## src/rtl/core/mfr_pkg.sv

```systemverilog
package mfr_pkg;

    localparam logic [7:0] HEADER_BYTE         = 8'h3C;
    localparam int         MAX_PAYLOAD_DEFAULT = 60;
    localparam logic [15:0] CRC_INIT           = 16'hFFFF;
    localparam logic [15:0] CRC_POLY           = 16'hA001;

    localparam logic [1:0] CFG_OWN_ADDRESS    = 2'd0;
    localparam logic [1:0] CFG_STRICT_ADDRESS = 2'd1;
    localparam logic [1:0] CFG_WANTED_COMMAND = 2'd2;

    localparam logic ACTION_BYTE    = 1'b0;
    localparam logic ACTION_TIMEOUT = 1'b1;

    localparam logic KIND_PAYLOAD = 1'b0;
    localparam logic KIND_VERDICT = 1'b1;

    typedef enum logic [2:0] {
        VERDICT_ACCEPTED  = 3'd0,
        VERDICT_MALFORMED = 3'd1,
        VERDICT_BAD_CRC   = 3'd2,
        VERDICT_ADDRESS   = 3'd3,
        VERDICT_COMMAND   = 3'd4,
        VERDICT_TIMEOUT   = 3'd5
    } verdict_t;

    typedef struct packed {
        logic        kind;
        logic [7:0]  payload_byte;
        logic [7:0]  payload_index;
        verdict_t    verdict;
        logic [7:0]  frame_sequence;
        logic [7:0]  frame_address;
        logic [7:0]  frame_command;
        logic [7:0]  frame_length;
        logic [15:0] frame_crc;
        logic [15:0] crc_computed;
    } result_t;

    typedef struct packed {
        logic [7:0] own_address;
        logic       strict_address_check;
        logic [7:0] wanted_command;
    } cfg_t;

endpackage

```

## src/rtl/core/mfr_crc_byte.sv

```systemverilog
module mfr_crc_byte
    import mfr_pkg::*;
(
    input  logic [15:0] crc_in,
    input  logic [7:0]  data,
    output logic [15:0] crc_out
);

    // bitwise reflected CRC-16, one byte per pass
    always_comb
    begin
        logic [15:0] c;
        c = crc_in ^ {8'h00, data};
        for (int i = 0; i < 8; i++)
        begin
            if (c[0])
            begin
                c = (c >> 1) ^ CRC_POLY;
            end
            else
            begin
                c = c >> 1;
            end
        end
        crc_out = c;
    end

endmodule

```

## src/rtl/core/mfr_parser.sv

```systemverilog
module mfr_parser
    import mfr_pkg::*;
#(
    parameter int MAX_PAYLOAD = MAX_PAYLOAD_DEFAULT
)
(
    input  logic       clk,
    input  logic       rst_n,
    input  logic       step,
    input  logic       action,
    input  logic [7:0] rx_byte,
    input  cfg_t       cfg,
    output logic       res_valid,
    output result_t    res
);

    typedef enum logic [7:0] {
        PH_HUNT    = 8'b0000_0001,
        PH_SEQ     = 8'b0000_0010,
        PH_ADDR    = 8'b0000_0100,
        PH_CMD     = 8'b0000_1000,
        PH_LEN     = 8'b0001_0000,
        PH_PAYLOAD = 8'b0010_0000,
        PH_CRC_LO  = 8'b0100_0000,
        PH_CRC_HI  = 8'b1000_0000
    } phase_t;

    localparam logic [7:0] MAX_LEN = 8'(MAX_PAYLOAD);

    phase_t      phase_reg,  phase_next;
    logic [7:0]  count_reg,  count_next;
    logic [7:0]  seq_reg,    seq_next;
    logic [7:0]  addr_reg,   addr_next;
    logic [7:0]  cmd_reg,    cmd_next;
    logic [7:0]  len_reg,    len_next;
    logic [15:0] crc_reg,    crc_next;
    logic [7:0]  crc_lo_reg, crc_lo_next;

    logic [15:0] crc_in;
    logic [15:0] crc_new;
    logic [7:0]  count_inc;
    logic [15:0] crc_rx;

    assign crc_in    = (phase_reg == PH_HUNT) ? CRC_INIT : crc_reg;
    assign count_inc = count_reg + 8'd1;
    assign crc_rx    = {rx_byte, crc_lo_reg};

    mfr_crc_byte u_crc (
        .crc_in  (crc_in),
        .data    (rx_byte),
        .crc_out (crc_new)
    );

    always_comb
    begin
        phase_next  = phase_reg;
        count_next  = count_reg;
        seq_next    = seq_reg;
        addr_next   = addr_reg;
        cmd_next    = cmd_reg;
        len_next    = len_reg;
        crc_next    = crc_reg;
        crc_lo_next = crc_lo_reg;
        res_valid   = 1'b0;
        res         = '0;
        res.frame_sequence = seq_reg;
        res.frame_address  = addr_reg;
        res.frame_command  = cmd_reg;
        res.frame_length   = len_reg;

        if (step)
        begin
            if (action == ACTION_TIMEOUT)
            begin
                res           = '0;
                res.kind      = KIND_VERDICT;
                res.verdict   = VERDICT_TIMEOUT;
                res_valid     = 1'b1;
                phase_next    = PH_HUNT;
                count_next    = '0;
                seq_next      = '0;
                addr_next     = '0;
                cmd_next      = '0;
                len_next      = '0;
                crc_next      = CRC_INIT;
                crc_lo_next   = '0;
            end
            else
            begin
                unique case (phase_reg)
                    PH_HUNT:
                    begin
                        if (rx_byte == HEADER_BYTE)
                        begin
                            crc_next   = crc_new;
                            phase_next = PH_SEQ;
                        end
                    end
                    PH_SEQ:
                    begin
                        seq_next   = rx_byte;
                        crc_next   = crc_new;
                        phase_next = PH_ADDR;
                    end
                    PH_ADDR:
                    begin
                        addr_next  = rx_byte;
                        crc_next   = crc_new;
                        phase_next = PH_CMD;
                    end
                    PH_CMD:
                    begin
                        cmd_next   = rx_byte;
                        crc_next   = crc_new;
                        phase_next = PH_LEN;
                    end
                    PH_LEN:
                    begin
                        len_next   = rx_byte;
                        crc_next   = crc_new;
                        count_next = '0;
                        if (rx_byte > MAX_LEN)
                        begin
                            res_valid        = 1'b1;
                            res.kind         = KIND_VERDICT;
                            res.verdict      = VERDICT_MALFORMED;
                            res.frame_length = rx_byte;
                            phase_next       = PH_HUNT;
                            seq_next         = '0;
                            addr_next        = '0;
                            cmd_next         = '0;
                            len_next         = '0;
                            crc_next         = CRC_INIT;
                            crc_lo_next      = '0;
                        end
                        else if (rx_byte == 8'd0)
                        begin
                            phase_next = PH_CRC_LO;
                        end
                        else
                        begin
                            phase_next = PH_PAYLOAD;
                        end
                    end
                    PH_PAYLOAD:
                    begin
                        crc_next          = crc_new;
                        res_valid         = 1'b1;
                        res.kind          = KIND_PAYLOAD;
                        res.payload_byte  = rx_byte;
                        res.payload_index = count_reg;
                        count_next        = count_inc;
                        if (count_inc >= len_reg)
                        begin
                            phase_next = PH_CRC_LO;
                        end
                    end
                    PH_CRC_LO:
                    begin
                        crc_lo_next = rx_byte;
                        phase_next  = PH_CRC_HI;
                    end
                    PH_CRC_HI:
                    begin
                        res_valid        = 1'b1;
                        res.kind         = KIND_VERDICT;
                        res.frame_crc    = crc_rx;
                        res.crc_computed = crc_reg;
                        if (crc_rx != crc_reg)
                        begin
                            res.verdict = VERDICT_BAD_CRC;
                        end
                        else if (cfg.strict_address_check && addr_reg != cfg.own_address)
                        begin
                            res.verdict = VERDICT_ADDRESS;
                        end
                        else if (cmd_reg != cfg.wanted_command)
                        begin
                            res.verdict = VERDICT_COMMAND;
                        end
                        else
                        begin
                            res.verdict = VERDICT_ACCEPTED;
                        end
                        phase_next  = PH_HUNT;
                        count_next  = '0;
                        seq_next    = '0;
                        addr_next   = '0;
                        cmd_next    = '0;
                        len_next    = '0;
                        crc_next    = CRC_INIT;
                        crc_lo_next = '0;
                    end
                    default:
                    begin
                        phase_next = PH_HUNT;
                    end
                endcase
            end
        end
    end

    always_ff @(posedge clk or negedge rst_n)
    begin
        if (!rst_n)
        begin
            phase_reg  <= PH_HUNT;
            count_reg  <= '0;
            seq_reg    <= '0;
            addr_reg   <= '0;
            cmd_reg    <= '0;
            len_reg    <= '0;
            crc_reg    <= CRC_INIT;
            crc_lo_reg <= '0;
        end
        else
        begin
            phase_reg  <= phase_next;
            count_reg  <= count_next;
            seq_reg    <= seq_next;
            addr_reg   <= addr_next;
            cmd_reg    <= cmd_next;
            len_reg    <= len_next;
            crc_reg    <= crc_next;
            crc_lo_reg <= crc_lo_next;
        end
    end

endmodule

```

## src/rtl/core/motor_frame_receiver.sv

```systemverilog
// Byte-serial receiver for 0x3C-headed response frames checked with CRC-16/Modbus.
// One byte or timeout transfer can be taken every cycle; each passes an input register,
// the frame parser and a result register, and a result is offered once the result
// register holds it. While a result waits, the input register holds one more transfer
// and then the input stalls; a byte that gives no result also waits for the result
// register. Payload bytes come out as tentative results, one verdict ends each frame,
// and a timeout gives a verdict at any time. Configuration writes are taken every
// cycle and belong in gaps where no transfer is in flight.
module motor_frame_receiver
    import mfr_pkg::*;
#(
    parameter int MAX_PAYLOAD = MAX_PAYLOAD_DEFAULT
)
(
    input  logic        clk,
    input  logic        rst_n,

    input  logic        in_valid,
    output logic        in_ready,
    input  logic        action,
    input  logic [7:0]  rx_byte,

    output logic        out_valid,
    input  logic        out_ready,
    output logic        kind,
    output logic [7:0]  payload_byte,
    output logic [7:0]  payload_index,
    output logic [2:0]  verdict,
    output logic [7:0]  frame_sequence,
    output logic [7:0]  frame_address,
    output logic [7:0]  frame_command,
    output logic [7:0]  frame_length,
    output logic [15:0] frame_crc,
    output logic [15:0] crc_computed,

    input  logic        cfg_valid,
    output logic        cfg_ready,
    input  logic [1:0]  cfg_index,
    input  logic [7:0]  cfg_data
);

    cfg_t       cfg_reg;
    logic       in_valid_reg,  in_valid_next;
    logic       in_action_reg;
    logic [7:0] in_byte_reg;
    logic       out_valid_reg, out_valid_next;
    result_t    out_reg;

    logic       advance;
    logic       step;
    logic       res_valid;
    result_t    res;

    assign cfg_ready = 1'b1;
    assign advance   = !out_valid_reg || out_ready;
    assign step      = in_valid_reg && advance;
    assign in_ready  = !in_valid_reg || advance;

    always_comb
    begin
        in_valid_next = in_valid_reg;
        if (in_valid && in_ready)
        begin
            in_valid_next = 1'b1;
        end
        else if (advance)
        begin
            in_valid_next = 1'b0;
        end

        out_valid_next = out_valid_reg;
        if (advance)
        begin
            out_valid_next = step && res_valid;
        end
    end

    always_ff @(posedge clk or negedge rst_n)
    begin
        if (!rst_n)
        begin
            cfg_reg.own_address          <= 8'd1;
            cfg_reg.strict_address_check <= 1'b0;
            cfg_reg.wanted_command       <= 8'd0;
            in_valid_reg                 <= 1'b0;
            out_valid_reg                <= 1'b0;
        end
        else
        begin
            in_valid_reg  <= in_valid_next;
            out_valid_reg <= out_valid_next;
            if (cfg_valid && cfg_ready)
            begin
                unique case (cfg_index)
                    CFG_OWN_ADDRESS:    cfg_reg.own_address          <= cfg_data;
                    CFG_STRICT_ADDRESS: cfg_reg.strict_address_check <= cfg_data[0];
                    CFG_WANTED_COMMAND: cfg_reg.wanted_command       <= cfg_data;
                    default:            ;
                endcase
            end
        end
    end

    always_ff @(posedge clk)
    begin
        if (in_valid && in_ready)
        begin
            in_action_reg <= action;
            in_byte_reg   <= rx_byte;
        end
        if (step && res_valid)
        begin
            out_reg <= res;
        end
    end

    mfr_parser #(
        .MAX_PAYLOAD (MAX_PAYLOAD)
    ) u_parser (
        .clk       (clk),
        .rst_n     (rst_n),
        .step      (step),
        .action    (in_action_reg),
        .rx_byte   (in_byte_reg),
        .cfg       (cfg_reg),
        .res_valid (res_valid),
        .res       (res)
    );

    assign out_valid      = out_valid_reg;
    assign kind           = out_reg.kind;
    assign payload_byte   = out_reg.payload_byte;
    assign payload_index  = out_reg.payload_index;
    assign verdict        = out_reg.verdict;
    assign frame_sequence = out_reg.frame_sequence;
    assign frame_address  = out_reg.frame_address;
    assign frame_command  = out_reg.frame_command;
    assign frame_length   = out_reg.frame_length;
    assign frame_crc      = out_reg.frame_crc;
    assign crc_computed   = out_reg.crc_computed;

endmodule
```

## config.mk

```make
export PLATFORM = sky130hd
export DESIGN_NAME = motor_frame_receiver
export DESIGN_NICKNAME = d
export VERILOG_FILES = /design/src/rtl/core/mfr_pkg.sv /design/src/rtl/core/mfr_crc_byte.sv /design/src/rtl/core/mfr_parser.sv /design/src/rtl/core/motor_frame_receiver.sv
export SDC_FILE = /design/constraint.sdc
export NUM_CORES = 1
export LEC_CHECK = 0
export ABC_AREA = 1
export BUFFER_PORTS_ARGS = -buffer_cell sky130_fd_sc_hd__buf_2
export CAP_MARGIN = 20
export CORE_MARGIN = 1
export CORE_UTILIZATION = 52
export CTS_CLUSTER_SIZE = 8
export DETAILED_ROUTE_END_ITERATION = 8
export PLACE_DENSITY = 0.73
export SYNTH_ARGS = -nofsm -noshare
export SYNTH_HDL_FRONTEND = slang
export SYNTH_HIERARCHICAL = 1
export SYNTH_SLANG_ARGS = --single-unit
```

## constraint.sdc

```tcl
create_clock -name clk -period 16.05 [get_ports clk]
set_input_delay 4.815 -clock clk [delete_from_list [all_inputs] [get_ports clk]]
set_output_delay 4.815 -clock clk [all_outputs]
set_load 0.02 [all_outputs]
```

* Yosys cells after proc, flatten, opt, wreduce, memory -nomap -nowiden
Index checks and enable logic that the tools add are counted.
** Storage, ports and cells
- Word-level logic and storage cells :: 146
- Output and inout bits :: 87
- Bits in registers :: 184
- Bits of input ports :: 24
** Cells by class
- Reductions and logical operators :: 35
- Bitwise gates (word level) :: 12
- Add/sub/neg operators :: 1
- Equality and inequality tests :: 17
- Muxes and demuxes :: 53
- Magnitude comparators :: 2
** Operators with widths (count)
- 16-bit two-way mux :: 13
- 8-bit two-way mux :: 13
- 8-bit case mux with 3 select lines :: 4
- 64-bit two-way mux :: 1
- 16-bit case mux with 4 select lines :: 1
- 8-bit case mux with 7 select lines :: 1
- 40-bit two-way mux :: 1
- 32-bit two-way mux :: 1
- 8-bit case mux with 2 select lines :: 2
- 24-bit two-way mux :: 1
- 2-bit NOT with 3-bit output :: 8
- 20-bit two-way mux :: 1
- 3-bit AND reduction :: 6
- 8-bit by 6-bit == test with 1-bit output, second input constant :: 2
- 16-bit != test :: 1
- 8-bit != test :: 2
- 4-bit nonzero test :: 4
- 16-bit by 8-bit XOR with 16-bit output :: 1
- 7-bit two-way mux :: 2
- 2-bit AND reduction :: 5
- 3-bit two-way mux :: 3
- 8-bit by 1-bit adder with 8-bit output, second input constant :: 1
- 8-bit by 1-bit == test with 1-bit output, second input constant :: 1
- 8-bit by 2-bit == test with 1-bit output, second input constant :: 1
- other kinds (26) :: 44

* Logic depth before layout (Yosys ltp)
Gate-level depths: netlist of the first run.
- Depth after elaboration :: 22
- Mapped depth :: 22
- Gate-level depth less buffers :: 22

* Cells and area by module
The synthesis of the first run kept the hierarchy.
** Modules (own cells, without submodules)
- mfr_parser :: area an instance 4969.8 µm², cells an instance 730, instances 1, seq. area each 1823.0 µm²
- motor_frame_receiver :: area an instance 3636.0 µm², cells an instance 186, instances 1, seq. area each 3269.4 µm²
- mfr_crc_byte :: area an instance 445.4 µm², cells an instance 65, instances 1, seq. area each 0.0 µm²

* Least setup slack after synthesis of the first run
No wires, ideal clock.
- Path type :: input port to flip-flop
- Start point :: input port out_ready
- End point :: register out_reg (netlist bit crc_computed[0]) (enable)
- Library setup time :: 630 ps
- Required time :: 15420 ps
- Stages on the path :: 8
- Path buffers :: 0
- Setup slack :: 4082 ps
- Arrival :: 11339 ps
- Cells stage by stage :: nor2_1 > nor2_1 > inv_1 > nor2_1 > nor2_1 > inv_1 > inv_1 > nor3_1
** Between the ends
- Longest elaborated chain between the ends :: 4
** RTL lines
- start, declared :: RTL line motor_frame_receiver.sv:24 : input logic out_ready,
- 1-bit logical OR :: RTL line motor_frame_receiver.sv:55 : assign advance = !out_valid_reg || out_ready;
- 1-bit logical AND :: RTL line motor_frame_receiver.sv:56 : assign step = in_valid_reg && advance;
- via step :: RTL line motor_frame_receiver.sv:50 : logic step;
- 1-bit two-way mux :: RTL line mfr_parser.sv:71 : if (step)
- via res_valid :: RTL line motor_frame_receiver.sv:51 : logic res_valid;
- 1-bit logical AND :: RTL line motor_frame_receiver.sv:111 : if (step && res_valid)
- end signal, assigned :: RTL line motor_frame_receiver.sv:113 : out_reg <= res;
- end, declared :: RTL line motor_frame_receiver.sv:47 : result_t out_reg;
The timed path passes the listed nets, and every way through them passes these cells.
A chain may end at the register's enable or synchronous reset.

* Worst setup path in the final report of the first run
- Start point :: input port out_ready
- End point :: output port in_ready
** Between the ends
- Longest elaborated chain between the ends :: 2
** RTL lines
- 1-bit logical OR :: RTL line motor_frame_receiver.sv:55
- 1-bit logical OR :: RTL line motor_frame_receiver.sv:57 : assign in_ready = !in_valid_reg || advance;
- end, declared :: RTL line motor_frame_receiver.sv:19 : output logic in_ready,
Every way passes these cells.

==> impl_metrics.json, run 1 <==
{
  "period_share_pct": 62.63,
  "path_clk_slew_ns": 0.06,
  "place_inst": 1283,
  "path_common_cell": "buf_2",
  "dp_slack_ns": 5.995,
  "syn2layout_area_growth_pct": 13.52,
  "dpl.hpwl_mm": 14.18,
  "yosys_warnings": 6,
  "critical_path_class": "in -> out",
  "pin_count": 111,
  "setup_ws_ns": 5.998,
  "ys_seq_area_share_pct": 56.26,
  "crit_buf_inv": 3,
  "overflow": 0,
  "synthCells": 981,
  "worstMarginPinSlew_ns": 1.069,
  "status": "complete, no violations",
  "rows": 47,
  "start_util_pct": 54.01,
  "clockRootBuffer": "clkbuf_16",
  "grt_antenna_before_repair": 0,
  "fin_util_pct": 61.31,
  "grt_pass1_wl_mm": 32.13,
  "num_antenna_cells": 0,
  "drv_cap": 0,
  "viasPerCell": 5.249,
  "dr.pass1.iters": 7,
  "largest_reg_flops": 17,
  "period_minus_slack_ns": 10.05,
  "skew_ns": 0.009613,
  "cts_max_level": 4,
  "synth_edf_count": 93,
  "grt-busiest-layer": "met2",
  "timing.setup.tns_ns": 0,
  "crit_slowest_cell": "buf_2",
  "setup_viol": 0,
  "syn_nets": 1014,
  "ir_drop_mv": 0.08903,
  "dieArea_mm2": 0.01794,
  "cts_resized": 0,
  "grt_pass1_vias": 6350,
  "die-height_um": 133.9,
  "finalNetCount": 1115,
  "cp-end-kind": "output port",
  "cp_cell_sequence": "buf_2 -> inv_1 -> nand3_1 -> buf_2",
  "grt_use_met2_pct": 37.97,
  "routabilityCongestion": 0.8779,
  "cts_tree": "yes",
  "routed_wl_mm": 20.25,
  "drtIter0Drc": 527,
  "design.core.area_mm2": 0.01676,
  "cts_buffers": 17,
  "max_stage_delay_ns": 0.18,
  "worstPathRequired_ns": 11.23,
  "final_cell_mix": "nand2_1, inv_1, buf_2",
  "grt_use_met1_pct": 31.72,
  "layout_commonest_cell": "nand2_1",
  "die_x_um": 133.9,
  "synth_largest_area_cell": "edfxtp_1",
  "fmax_ghz": 0.09948,
  "finalHoldViolCount": 0,
  "vias": 6902,
  "io_buffers": 109,
  "post-route-drc-count": 0,
  "startpoint_type": "input pin",
  "ant_nets": 0,
  "synth-main-ff-cell": "edfxtp_1",
  "drv_slew": 0,
  "drive_above_1_share_pct": 21.37,
  "ys_types": 41,
  "grt_util_all_layers_pct": 23.51,
  "critPathMaxFanout": 3,
  "ys_ff_latch": 184,
  "async_reset_ff_share_pct": 49.46,
  "wl_per_cell_um": 15.40,
  "avgSynthCellArea_um2": 9.226,
  "rsz0062_at_grt": "false",
  "postCtsSetupRepairBufs": 0,
  "crit_arrival_ns": 5.24,
  "grt_max_degree": 85,
  "power.leakage_nw": 4.842,
  "power_density_mw_per_mm2": 146.7,
  "syn_area_mm2": 0.009051,
  "relSlewSlack_pct": 28.73,
  "clk_path_buf_depth": 2,
  "synth_top_area_share_pct": 30.85,
  "cts_sinks": 184,
  "hold_path.class": "reg -> reg",
  "final_cells": 1315,
  "synth.area.top_cells": "edfxtp_1, dfrtp_1, nand2_1, inv_1, dfstp_2",
  "insertion_delay_ns": 0.44,
  "fillCellCount": 1429,
  "critical_path.top_delay_family": "buffers and inverters",
  "grt_use_met3_pct": 4.989,
  "cts_hold_buf": 0
}
-- stage by stage --
step           hold slack [ns]  power [W]  area [um^2]
6_report                0.4694   0.001507        10270
3_5_place_dp            0.4633   0.001090         9696
4_1_cts                 0.4735   0.001507        10270
3_3_place_gp            0.4601   0.001080         9696
2_1_floorplan           0.4492   0.001007         9051
5_1_grt                 0.4875   0.001593        10270
-- worst register-to-register path, cell delays in order, from the launching register on --
cell and delay [ns]:
dfrtp_1 0.42, nor2_4 0.17, nand2_4 0.13, inv_2 0.09, nand3_2 0.33, nor2_1 0.46, nor2_1 0.10, inv_1 0.06
inv_1 0.05, nor3_2 0.16, buf_4 0.76
-- cell type report --
| class | instances | area (um^2) | area share [%] |
|---|---|---|---|
| Tap cell | 220 | 275.3 | 2.679 |
| Clock inverter | 12 | 142.6 | 1.388 |
| Multi-Input combinational cell | 627 | 3236 | 31.49 |
| Inverter | 141 | 529.3 | 5.151 |
| Clock buffer | 20 | 436.7 | 4.250 |
| Timing Repair Buffer | 111 | 563.0 | 5.480 |
| Sequential cell | 184 | 5092 | 49.56 |
-- worst paths after layout --
path,start,end,slack (ns),cells after the start
min in group asynchronous,rst_n,u_parser/count_reg[7]$_DFFE_PN0P_,4.24,1
max in group asynchronous,rst_n,u_parser/crc_lo_reg[0]$_DFFE_PN0P_,10.58,2
worst min-delay path,u_parser/crc_reg[1]$_DFFE_PN1P_,u_parser/crc_reg[1]$_DFFE_PN1P_,0.47,2
worst min register to register,u_parser/crc_reg[1]$_DFFE_PN1P_,u_parser/crc_reg[1]$_DFFE_PN1P_,0.47,2
worst max register to register,u_parser/phase_reg[2]$_DFFE_PN0P_,crc_computed[12]$_DFFE_PP_,12.81,10
worst max-delay path,out_ready,in_ready,6.00,4
-- power breakdown --
group / total, W / internal [W] / switching, W
clock: 0.000417 / 0.000233 / 0.000184
combinational: 0.000470 / 0.000162 / 0.000308
sequential: 0.000621 / 0.000573 / 0.0000475
-- logic make-up after synthesis --
logic type | Yosys count | synth area share (%)
buffers and inverters | 170 | 8.045
and+or+nand+nor | 511 | 25.62
other | 1 | 0.04143
xor gates and xnor gates | 35 | 3.553
AOI/OAI and AO/OA | 71 | 5.239
adders and majority gates | 9 | 1.244
DFF | 184 | 56.26
-- synthesized netlist by cell type (6+ instances only) --
| cell | instances |
|---|---|
| nand2_4 | 7 |
| nand3_2 | 8 |
| o22ai_1 | 13 |
| ha_1 | 9 |
| xor2_1 | 14 |
| nor3_1 | 19 |
| buf_2 | 6 |
| o21ai_1 | 16 |
| nand4_1 | 17 |
| inv_2 | 7 |
| inv_1 | 134 |
| xnor2_1 | 19 |
| nand2_1 | 268 |
| o21ai_0 | 14 |
| o21ai_2 | 17 |
| edfxtp_1 | 93 |
| nand2_2 | 17 |
| nor2_1 | 97 |
| dfrtp_1 | 73 |
| nand3_1 | 61 |
| dfstp_2 | 18 |
| buf_4 | 9 |
-- routing by layer --
| layer | up-vias | wire [um] |
|---|---|---|
| li1 | 3334 | - |
| met1 | 3283 | 8991 |
| met2 | 253 | 9776 |
| met3 | 32 | 1138 |
| met4 | 0 | 339 |
| met5 | - | 0 |
No activity file was read; power rests on OpenSTA's default activity.
==> run 2, diff against run 1 <==
--- a/config.mk
+++ b/config.mk
@@ -5,14 +5,14 @@
 export SDC_FILE = /design/constraint.sdc
 export NUM_CORES = 1
 export LEC_CHECK = 0
-export ABC_AREA = 1
+export ABC_AREA = 0
 export BUFFER_PORTS_ARGS = -buffer_cell sky130_fd_sc_hd__buf_2
 export CAP_MARGIN = 20
 export CORE_MARGIN = 1
 export CORE_UTILIZATION = 52
 export CTS_CLUSTER_SIZE = 8
 export DETAILED_ROUTE_END_ITERATION = 8
-export PLACE_DENSITY = 0.73
+export PLACE_DENSITY = 0.76
 export SYNTH_ARGS = -nofsm -noshare
 export SYNTH_HDL_FRONTEND = slang
 export SYNTH_HIERARCHICAL = 1
==> constraint.sdc (replaced) <==
create_clock -name clk -period 9.05 [get_ports clk]
set_input_delay 2.715 -clock clk [delete_from_list [all_inputs] [get_ports clk]]
set_output_delay 2.715 -clock clk [all_outputs]
set_load 0.02 [all_outputs]
==> impl_metrics.json, run 2 <==
{
  "post-route-drc-count": 0,
  "placed_area_mm2": 0.009209,
  "synth.area.top_cells": "edfxtp_1, dfrtp_1, dfstp_2, xnor2_1, and3_1",
  "finalNetCount": 776,
  "critical_path_class": "in -> out",
  "relSlewSlack_pct": 27.51,
  "critPathMaxFanout": 3,
  "cts_hold_buf": 0,
  "dpl.hpwl_mm": 13.28,
  "cts_resized": 0,
  "die-height_um": 130.2,
  "grt_pass1_vias": 5625,
  "pin_count": 111,
  "drv_slew": 0,
  "start_util_pct": 53.61,
  "clockRootBuffer": "clkbuf_16",
  "wl_per_cell_um": 20.35,
  "setup_viol": 0,
  "grt_pass1_wl_mm": 30.61,
  "io_buffers": 109,
  "design.core.area_mm2": 0.01594,
  "timing.setup.tns_ns": 0,
  "final_cells": 972,
  "synth_largest_area_cell": "edfxtp_1",
  "power_density_mw_per_mm2": 221.4,
  "cts_tree": "yes",
  "synth_edf_count": 93,
  "finalHoldViolCount": 0,
  "crit_arrival_ns": 3.18,
  "drive_above_1_share_pct": 27.91,
  "overflow": 0,
  "startpoint_type": "input pin",
  "ys_top_cells_by_count": "edfxtp_1, dfrtp_1, xnor2_1",
  "path_clk_slew_ns": 0.06,
  "ys_types": 69,
  "ant_nets": 0,
  "insertion_delay_ns": 0.43,
  "grt_max_degree": 85,
  "clk_path_buf_depth": 2,
  "yosys_warnings": 6,
  "rows": 46,
  "fin_util_pct": 61.10,
  "die_x_um": 130.2,
  "synth-main-ff-cell": "edfxtp_1",
  "grt_antenna_before_repair": 0,
  "worstMarginPinSlew_ns": 1.087,
  "setup_ws_ns": 3.153,
  "synth_most_common_cell": "edfxtp_1",
  "fin_area_mm2": 0.009741,
  "ys_ff_latch": 184,
  "ys_seq_area_share_pct": 59.58,
  "cts_sinks": 184,
  "period_share_pct": 65.16,
  "syn2layout_area_growth_pct": 13.97,
  "grt_util_all_layers_pct": 24.36,
  "syn_area_mm2": 0.008547,
  "routabilityCongestion": 0.8535,
  "cts_buffers": 17,
  "hold_path.class": "reg -> reg",
  "routed_wl_mm": 19.78,
  "postCtsSetupRepairBufs": 0,
  "dr.pass1.iters": 5,
  "largest_reg_flops": 17,
  "skew_ns": 0.01431,
  "vias": 5770,
  "dp_slack_ns": 3.172,
  "cts_max_level": 4,
  "avgSynthCellArea_um2": 13.13,
  "viasPerCell": 5.936,
  "syn_nets": 684,
  "rsz0062_at_grt": "false",
  "synth_top_area_share_pct": 32.67,
  "worstPathRequired_ns": 6.34,
  "layout_commonest_cell": "buf_2",
  "synthCells": 651,
  "ir_drop_mv": 0.1537,
  "place_inst": 940,
  "dieArea_mm2": 0.01695,
  "fmax_ghz": 0.1696,
  "cp-end-kind": "output port",
  "drtIter0Drc": 449,
  "async_reset_ff_share_pct": 49.46,
  "num_antenna_cells": 0,
  "period_minus_slack_ns": 5.897,
  "drv_cap": 0,
  "final_cell_mix": "buf_2, edfxtp_1, dfrtp_1",
  "status": "complete, no violations",
  "power.leakage_nw": 4.027
}
[run 2: cell types whose count changed after synthesis, sizes merged, moves of 16 or more]
cell / previous run / this run
a32o: 0 / 24
inv: 141 / 14
o21ai: 47 / 14
clkbuf: 4 / 22
nand2b: 0 / 26
nand3: 70 / 11
nor2: 109 / 28
o22a: 0 / 16
xnor2: 21 / 52
and3: 0 / 45
and2: 0 / 26
mux2: 0 / 26
nand2: 292 / 19
[run 2: final timing paths]
kind / depth (start not counted) / endpoint / start / slack (ns)
max: 3 / in_ready / out_ready / 3.15
min: 1 / u_parser/seq_reg[5]$_DFFE_PN0P_ / u_parser/seq_reg[5]$_DFFE_PN0P_ / 0.50
max reg2reg: 7 / frame_address[2]$_DFFE_PP_ / in_byte_reg[2]$_DFFE_PP_ / 5.40
min reg2reg: 1 / u_parser/seq_reg[5]$_DFFE_PN0P_ / u_parser/seq_reg[5]$_DFFE_PN0P_ / 0.50
max in group asynchronous: 2 / u_parser/phase_reg[5]$_DFFE_PN0P_ / rst_n / 5.74
min in group asynchronous: 1 / u_parser/seq_reg[1]$_DFFE_PN0P_ / rst_n / 2.23
[run 2: metrics by stage]
step	total power, W	hold WS, ns
detailed placement	0.001494	0.4841
floorplan	0.001392	0.4577
global route	0.002243	0.5305
global placement	0.001477	0.4711
CTS	0.002162	0.4977
finish	0.002157	0.4974
[run 2: final cells by class]
type | instances | area (um^2)
sequential | 184 | 5092
clock inverter | 8 | 48.80
inverter | 14 | 52.55
clock buffer | 24 | 483.0
fill | 1208 | 6202
tap | 216 | 270.3
multi-input combinational | 410 | 3193
timing repair buffer | 116 | 600.6
[run 2: routing by layer]
| layer | vias up | share of wire, % | track usage, % |
|---|---|---|---|
| met1 | 2918 | 42 | 31.74 |
| met2 | 227 | 50 | 40.61 |
| met5 | - | 0 | 0 |
| met4 | 0 | 1.9 | 9.166 |
| li1 | 2593 | - | - |
| met3 | 32 | 5.9 | 4.551 |
[run 2: report_power, final]
part / switching (W) / internal, W
registers: 0.0000847 / 0.000975
clock network: 0.000298 / 0.000373
logic: 0.000232 / 0.000194
[run 2: cells by family (layout without fill, tap and decap cells)]
kind of cell / Yosys count / count (layout) / synth area share, %
simple gates: 196 / 196 / 14.02
flops: 184 / 184 / 59.58
mux: 27 / 27 / 3.894
other cells: 1 / 1 / 0.04388
xor+xnor: 64 / 64 / 6.983
fa+ha+maj: 9 / 9 / 1.318
compound gates: 113 / 113 / 11.01
buf+inv: 57 / 162 / 3.147
[run 2: worst max-delay path: stages]
cell	delay, ns
buf_2	0.10
nand3b_1	0.18
buf_2	0.18
